==> config.mk <==
export PLATFORM = sky130hd
export DESIGN_NAME = shuffled_mcg_generator_top
export DESIGN_NICKNAME = d
export VERILOG_FILES = /design/src/design/smg_pkg.sv /design/src/design/shuffled_mcg_generator_top.sv /design/src/design/smg_gen.sv /design/src/design/smg_index.sv /design/src/design/smg_table.sv
export SDC_FILE = /design/constraint.sdc
export NUM_CORES = 2
export LEC_CHECK = 0
export ABC_AREA = 0
export BUFFER_PORTS_ARGS = -buffer_cell sky130_fd_sc_hd__buf_4
export CAP_MARGIN = 20
export CORE_MARGIN = 8
export CORE_UTILIZATION = 40
export CTS_CLUSTER_DIAMETER = 40
export DETAILED_ROUTE_END_ITERATION = 8
export GPL_ROUTABILITY_DRIVEN = 0
export MAX_ROUTING_LAYER = met4
export PLACE_DENSITY_LB_ADDON = 0.2
export REMOVE_ABC_BUFFERS = 1
export SKIP_LAST_GASP = 1
export SYNTH_ARGS = -nofsm -noshare
export SYNTH_HDL_FRONTEND = slang
export SYNTH_HIERARCHICAL = 1
export SYNTH_SLANG_ARGS = --single-unit
==> constraint.sdc <==
create_clock -name clk -period 9.5 [get_ports clk]
set_clock_uncertainty 0.1 [all_clocks]
set_input_delay 1.9 -clock clk [delete_from_list [all_inputs] [get_ports clk]]
set_output_delay 1.9 -clock clk [all_outputs]
set_load 0.05 [all_outputs]
==> src/design/smg_pkg.sv <==
// Shared constants and types for the shuffled congruential generator.
`timescale 1ns / 1ps

package smg_pkg;

  localparam int MODULUS_BITS        = 31;
  localparam int VALUE_W             = 31;
  localparam int TABLE_DEPTH_DEFAULT = 32;
  localparam int CFG_INDEX_W         = 8;
  localparam int IN_TDATA_W          = 32;
  localparam int OUT_TDATA_W         = 64;

  localparam logic [MODULUS_BITS-1:0] SEED_RESET = MODULUS_BITS'(24389);
  localparam logic [VALUE_W-1:0]      MULT_RESET = VALUE_W'(24389);

  localparam logic [CFG_INDEX_W-1:0] CFG_SEED       = CFG_INDEX_W'(0);
  localparam logic [CFG_INDEX_W-1:0] CFG_MULTIPLIER = CFG_INDEX_W'(1);

  typedef struct packed {
    logic valid;
    logic fill;
  } smg_ctl_t;

endpackage

==> src/design/shuffled_mcg_generator_top.sv <==
// Top level of the shuffled multiplicative congruential generator.
`timescale 1ns / 1ps

// The block takes one fresh value per cycle and, once its table holds TABLE_DEPTH values,
// returns one shuffled value per cycle, both while the output is not stalled. The first
// TABLE_DEPTH transactions only fill the table and give no result. Each later transaction
// advances the generator (state = multiplier * state mod 2^31) and returns the table entry
// picked by the new state together with that state, then replaces the entry with the fresh
// value. The generator multiply, the index scaling and the table access each end in a
// register, and the result register lets two more inputs be taken while a result waits.
// Writing the seed register reloads the generator state at once; both registers should be
// written only when no transaction is in flight.

module shuffled_mcg_generator_top import smg_pkg::*; #(
  parameter int TABLE_DEPTH = TABLE_DEPTH_DEFAULT,
  localparam int IDX_W = (TABLE_DEPTH > 1) ? $clog2(TABLE_DEPTH) : 1
) (
  input  logic                   clk,
  input  logic                   rst,
  input  logic                   cfg_valid,
  output logic                   cfg_ready,
  input  logic [CFG_INDEX_W-1:0] cfg_index,
  input  logic [VALUE_W-1:0]     cfg_data,
  input  logic                   s_tvalid,
  output logic                   s_tready,
  input  logic [IN_TDATA_W-1:0]  s_tdata,   // [30:0] fresh_value
  output logic                   m_tvalid,
  input  logic                   m_tready,
  output logic [OUT_TDATA_W-1:0] m_tdata    // [30:0] shuffled_value, [61:31] generator_value
);

  smg_ctl_t                ctl1;
  smg_ctl_t                ctl2;
  logic [IDX_W-1:0]        fill_addr1;
  logic [IDX_W-1:0]        idx2;
  logic [VALUE_W-1:0]      fresh1;
  logic [VALUE_W-1:0]      fresh2;
  logic [MODULUS_BITS-1:0] state1;
  logic [MODULUS_BITS-1:0] state2;
  logic [VALUE_W-1:0]      shuffled_value;
  logic [VALUE_W-1:0]      generator_value;
  logic                    out_free;
  logic                    take2;
  logic                    load2;
  logic                    load1;

  assign cfg_ready = 1'b1;
  assign out_free  = !m_tvalid || m_tready;
  assign take2     = ctl2.valid && (ctl2.fill || out_free);
  assign load2     = !ctl2.valid || take2;
  assign load1     = !ctl1.valid || load2;
  assign s_tready  = load1;

  assign m_tdata = {(OUT_TDATA_W - 2 * VALUE_W)'(0), generator_value, shuffled_value};

  smg_gen #(
    .TABLE_DEPTH(TABLE_DEPTH)
  ) u_gen (
    .clk       (clk),
    .rst       (rst),
    .cfg_valid (cfg_valid),
    .cfg_index (cfg_index),
    .cfg_data  (cfg_data),
    .in_valid  (s_tvalid),
    .in_value  (s_tdata[VALUE_W-1:0]),
    .load      (load1),
    .ctl       (ctl1),
    .fill_addr (fill_addr1),
    .fresh     (fresh1),
    .state     (state1)
  );

  smg_index #(
    .TABLE_DEPTH(TABLE_DEPTH)
  ) u_index (
    .clk       (clk),
    .rst       (rst),
    .load      (load2),
    .ctl_in    (ctl1),
    .fill_addr (fill_addr1),
    .fresh_in  (fresh1),
    .state_in  (state1),
    .ctl       (ctl2),
    .idx       (idx2),
    .fresh     (fresh2),
    .state     (state2)
  );

  smg_table #(
    .TABLE_DEPTH(TABLE_DEPTH)
  ) u_table (
    .clk             (clk),
    .rst             (rst),
    .take            (take2),
    .ctl_in          (ctl2),
    .idx             (idx2),
    .fresh           (fresh2),
    .state           (state2),
    .out_ready       (m_tready),
    .out_valid       (m_tvalid),
    .shuffled_value  (shuffled_value),
    .generator_value (generator_value)
  );

endmodule

==> src/design/smg_gen.sv <==
// Configuration registers, fill counter and congruential generator stage.
`timescale 1ns / 1ps

module smg_gen import smg_pkg::*; #(
  parameter int TABLE_DEPTH = TABLE_DEPTH_DEFAULT,
  localparam int IDX_W = (TABLE_DEPTH > 1) ? $clog2(TABLE_DEPTH) : 1,
  localparam int CNT_W = $clog2(TABLE_DEPTH + 1)
) (
  input  logic                    clk,
  input  logic                    rst,
  input  logic                    cfg_valid,
  input  logic [CFG_INDEX_W-1:0]  cfg_index,
  input  logic [VALUE_W-1:0]      cfg_data,
  input  logic                    in_valid,
  input  logic [VALUE_W-1:0]      in_value,
  input  logic                    load,
  output smg_ctl_t                ctl,
  output logic [IDX_W-1:0]        fill_addr,
  output logic [VALUE_W-1:0]      fresh,
  output logic [MODULUS_BITS-1:0] state
);

  logic [VALUE_W-1:0]      multiplier;
  logic [CNT_W-1:0]        fill_count;
  logic [MODULUS_BITS-1:0] state_next;
  logic                    filling;
  logic                    accept;

  assign filling    = fill_count < CNT_W'(TABLE_DEPTH);
  assign accept     = in_valid && load;
  assign state_next = MODULUS_BITS'(multiplier * state);

  always_ff @(posedge clk) begin
    if (rst) begin
      multiplier <= MULT_RESET;
      state      <= SEED_RESET;
      fill_count <= '0;
      ctl        <= '0;
    end else begin
      if (cfg_valid && cfg_index == CFG_SEED) begin
        state <= MODULUS_BITS'(cfg_data);
      end else if (accept && !filling) begin
        state <= state_next;
      end
      if (cfg_valid && cfg_index == CFG_MULTIPLIER) begin
        multiplier <= cfg_data;
      end
      if (accept && filling) begin
        fill_count <= fill_count + CNT_W'(1);
      end
      if (load) begin
        ctl.valid <= in_valid;
        ctl.fill  <= filling;
      end
    end
  end

  always_ff @(posedge clk) begin
    if (accept) begin
      fresh     <= in_value;
      fill_addr <= fill_count[IDX_W-1:0];
    end
  end

endmodule

==> src/design/smg_index.sv <==
// Table index stage: scales the generator state to an entry number, or passes the fill address while the table fills.
`timescale 1ns / 1ps

module smg_index import smg_pkg::*; #(
  parameter int TABLE_DEPTH = TABLE_DEPTH_DEFAULT,
  localparam int IDX_W  = (TABLE_DEPTH > 1) ? $clog2(TABLE_DEPTH) : 1,
  localparam int CNT_W  = $clog2(TABLE_DEPTH + 1),
  localparam int PROD_W = MODULUS_BITS + CNT_W
) (
  input  logic                    clk,
  input  logic                    rst,
  input  logic                    load,
  input  smg_ctl_t                ctl_in,
  input  logic [IDX_W-1:0]        fill_addr,
  input  logic [VALUE_W-1:0]      fresh_in,
  input  logic [MODULUS_BITS-1:0] state_in,
  output smg_ctl_t                ctl,
  output logic [IDX_W-1:0]        idx,
  output logic [VALUE_W-1:0]      fresh,
  output logic [MODULUS_BITS-1:0] state
);

  logic [PROD_W-1:0] scaled;
  logic [IDX_W-1:0]  pick;

  assign scaled = PROD_W'(state_in) * PROD_W'(TABLE_DEPTH);
  assign pick   = ctl_in.fill ? fill_addr : scaled[MODULUS_BITS +: IDX_W];

  always_ff @(posedge clk) begin
    if (rst) begin
      ctl <= '0;
    end else if (load) begin
      ctl <= ctl_in;
    end
  end

  always_ff @(posedge clk) begin
    if (load && ctl_in.valid) begin
      idx   <= pick;
      fresh <= fresh_in;
      state <= state_in;
    end
  end

endmodule

==> src/design/smg_table.sv <==
// Shuffle table with read-then-replace access and the result register.
`timescale 1ns / 1ps

module smg_table import smg_pkg::*; #(
  parameter int TABLE_DEPTH = TABLE_DEPTH_DEFAULT,
  localparam int IDX_W = (TABLE_DEPTH > 1) ? $clog2(TABLE_DEPTH) : 1
) (
  input  logic                    clk,
  input  logic                    rst,
  input  logic                    take,
  input  smg_ctl_t                ctl_in,
  input  logic [IDX_W-1:0]        idx,
  input  logic [VALUE_W-1:0]      fresh,
  input  logic [MODULUS_BITS-1:0] state,
  input  logic                    out_ready,
  output logic                    out_valid,
  output logic [VALUE_W-1:0]      shuffled_value,
  output logic [VALUE_W-1:0]      generator_value
);

  logic [VALUE_W-1:0] mem [TABLE_DEPTH];
  logic               emit;

  assign emit = take && !ctl_in.fill;

  always_ff @(posedge clk) begin
    if (take) begin
      mem[idx] <= fresh;
    end
    if (emit) begin
      shuffled_value  <= mem[idx];
      generator_value <= VALUE_W'(state);
    end
  end

  always_ff @(posedge clk) begin
    if (rst) begin
      out_valid <= 1'b0;
    end else if (emit) begin
      out_valid <= 1'b1;
    end else if (out_ready) begin
      out_valid <= 1'b0;
    end
  end

endmodule

==> results.toml <==
[placed_design]
pre_cts_ws_ns = 1.77
dp_cells = 6149
dpl_cell_area_sq_um = 63800
port_buffers = 138
post-dp-hpwl_mm = 96.5

[critical_path]
critical_path.startpoint_type = "flip-flop"
slowest_delay_ns = 0.91
regToRegSetupSlack_ns = 1.74
path_max_fanout = 16
crit_chain = "buf_4, nand2_1, fa_1, fa_1, fa_1, inv_1, fa_1, fa_1, fa_1, fa_1, fa_1, ha_1, a21o_1, a31o_1, a221oi_2, nand2_1, o2111a_1, o211a_1, o21ai_0, nand3b_1, a211oi_2"
timing.rr.start = "u_gen/state[9]"
reg2reg_depth = 21
cpMostUsedCell = "fa_1"
r2r_end = "u_gen/state[30]"
critPathRequiredTime_ns = 10.06
cp-end-kind = "flip-flop"
worstPathArrival_ns = 8.31
slowest_stage = "dfxtp_1"
path_class = "reg -> reg"

[grt]
grt-ovfl-total = 0
antenna_found_initial = 5
grt_pass1_vias = 35600
grt_max_degree = 148
grt_first_pass_wirelength_mm = 238
grt_usage_pct = 20.4

[route]
initialDrtViolationCount = 2546
detail_route.first_pass.iterations = 5
avgRoutedWirePerCell_um = 25.2
totalWireLength_mm = 162
vias = 34200
drc = 0
postRouteAntennaNets = 0
via_per_inst = 5.30

[synth]
synth_flop_cell = "edfxtp_1"
yosysUniqueCellTypes = 64
synth-seq-cells = 1230
netlist_instances = 4139
yosysTopAreaCellShare_pct = 57.7
synth_area_leaders = "edfxtp_1, fa_1, mux2i_1"
ys_warn_count = 6
ys_async_sr_fraction_pct = 0
synth_top_area_cell = "edfxtp_1"
syn_area_sq_um = 60200
synth-edff-count = 1157
syn_avg_cell_area_sq_um = 14.6
ys_seq_area_share_pct = 60.1

[sta]
finalCritPeriodShare_pct = 81.6
max_freq_mhz = 129
worst_slew_pin_slew_ns = 1.16
fin_hold_ws_ns = 0.296
slew_headroom_pct = 22.6
period_minus_slack_ns = 7.76
final_hold_viol_count = 0
fin_ws_ns = 1.74
setup_viol = 0
slew_violations = 0
rsz0062_at_grt = "false"

[clocking]
numCtsBuffers = 165
hold_buffers = 0
clk_latency_ns = 0.77
clkTransAtPathRegs_ns = 0.05
ctsLongestPathBuffers = 3
cts_setup_buffers = 0
cts_root_buffer = "clkbuf_16"
cts_resized = 0
htreeDepth = 4
cts_tree = "yes"
clock-sinks = 1230

[hold_path]
holdPathEnd = "u_table/generator_value[10]"
holdPathStages = 0
hold_class = "reg -> reg"
worst_hold_startpoint = "u_index/state[10]"

[floorplanning]
core_area_sq_um = 150000
fp.dieH_um = 404
start_util_pct = 40.2
ios = 143
dieArea_sq_um = 163000
die_w_um = 404
rows = 142

[pwr]
p_leak_nw = 25.9
power_mw = 12.7
powerDensity_nw_per_um2 = 183
ir_worst_vdd_v = 0.000191

[cells_and_area]
nets = 4876
area_delta_synth_final_pct = 15.0
finalNonFillerCells = 6451
postLayoutCellArea_sq_um = 69300
drive_above_1_share_pct = 12.6

[outcome]
status = "complete, no violations"

[job]
cap_violations = 0
## report_power, final
group / leakage, nW / switching (mW) / internal (mW)
sequential: 11.0 / 0.0713 / 5.97
combinational: 12.2 / 0.356 / 0.228
clock: 2.65 / 2.39 / 3.68
## cell usage in the layout, fill, tap and decap left out, types with 6 or more instances in the layout
cell type / instances
buf_4: 229
or3_1: 7
clkinv_16: 6
nor4_1: 63
and2_1: 254
nand3_1: 15
a21oi_1: 60
a311oi_1: 11
xnor2_1: 53
ha_1: 120
fa_1: 380
nand2b_1: 8
clkinv_1: 18
nor2_1: 45
nand3b_1: 15
o21ai_0: 15
a21o_1: 12
dfxtp_1: 68
xor2_1: 22
inv_1: 321
mux2i_1: 500
clkbuf_16: 166
clkinvlp_4: 13
clkbuf_1: 25
nand2_1: 389
clkinv_4: 11
o22ai_1: 250
nor2_4: 28
clkinv_2: 25
nor3_1: 6
bufinv_16: 15
a211oi_1: 12
inv_8: 6
edfxtp_1: 1157
## Yosys cell counts (all sizes together) (6+ instances only)
| cell | n |
|---|---|
| dfxtp | 73 |
| ha | 120 |
| nand2b | 8 |
| a21o | 12 |
| edfxtp | 1157 |
| o211ai | 6 |
| nor3 | 10 |
| fa | 380 |
| or3 | 7 |
| nand3 | 15 |
| o21ai | 19 |
| nand3b | 15 |
| a21oi | 60 |
| o22ai | 250 |
| buf | 119 |
| xor2 | 22 |
| nor4 | 63 |
| and2 | 255 |
| mux2i | 500 |
| xnor2 | 55 |
| inv | 322 |
| clkbuf | 119 |
| nand4bb | 6 |
| nand2 | 390 |
| a311oi | 11 |
| a211oi | 13 |
| nor2 | 75 |
## registers in the layout, summed over array words and instances (netlist names), 5 cells and up
name	flops
u_gen/state	31
u_gen/fill_addr	5
u_index/idx	5
u_table/mem	992
u_gen/fresh	31
u_gen/fill_count	6
u_table/generator_value	31
u_index/fresh	31
u_table/shuffled_value	31
u_gen/multiplier	31
u_index/state	31
## final cells by class
| type | instances | area [sq um] |
|---|---|---|
| Antenna cell | 3 | 7.51 |
| Clock buffer | 193 | 4280 |
| Clock inverter | 106 | 1240 |
| Fill cell | 13100 | 80500 |
| Inverter | 322 | 1210 |
| Multi-Input combinational cell | 2350 | 22100 |
| Sequential cell | 1230 | 36200 |
| Tap cell | 2016 | 2520 |
| Timing Repair Buffer | 231 | 1760 |
## worst max-delay path by stage
stage | to | from | slack (ns)
floorplan | u_table/mem[27][0] | u_index/idx[1] | -12.08
global placement | u_gen/state[30] | u_gen/state[9] | 1.81
detailed placement | u_gen/state[30] | u_gen/state[9] | 1.77
CTS | u_gen/state[30] | u_gen/state[9] | 1.73
global route | u_gen/state[30] | u_gen/state[9] | 1.44
finish | u_gen/state[30] | u_gen/state[9] | 1.74
## stage by stage
step	utilization (%)	TNS (ns)
2_1_floorplan	-	-9648.13
6_report	46.3	0
5_1_grt	46.3	0
3_5_place_dp	42.6	0
4_1_cts	46.3	0
3_3_place_gp	42.6	0
## metal layers
metal,global-route usage (%),wire [um],up-vias
met4,5.18,3960,0
met3,3.38,8710,243
met5,-,0,-
met2,34.1,81000,955
li1,-,-,15100
met1,25.9,68600,17900
## worst max-delay path: cells and delay by family (launching register included)
| kind | cells | cell delay, ns |
|---|---|---|
| adders and majority gates | 9 | 4.38 |
| buffers and inverters | 2 | 0.38 |
| DFF | 1 | 0.91 |
| AOI/OAI and AO/OA | 7 | 1.54 |
| and+or+nand+nor | 3 | 0.37 |
## cell families after synthesis
family          synth area share (%)
xor+xnor                        1.18
mux                             8.43
buf+inv                         3.80
fa+ha+maj                       15.1
compound gates                  4.14
simple gates                    7.21
flops                           60.1
other cells                   0.0125
Note: power is estimated with default switching activity, not from simulation.
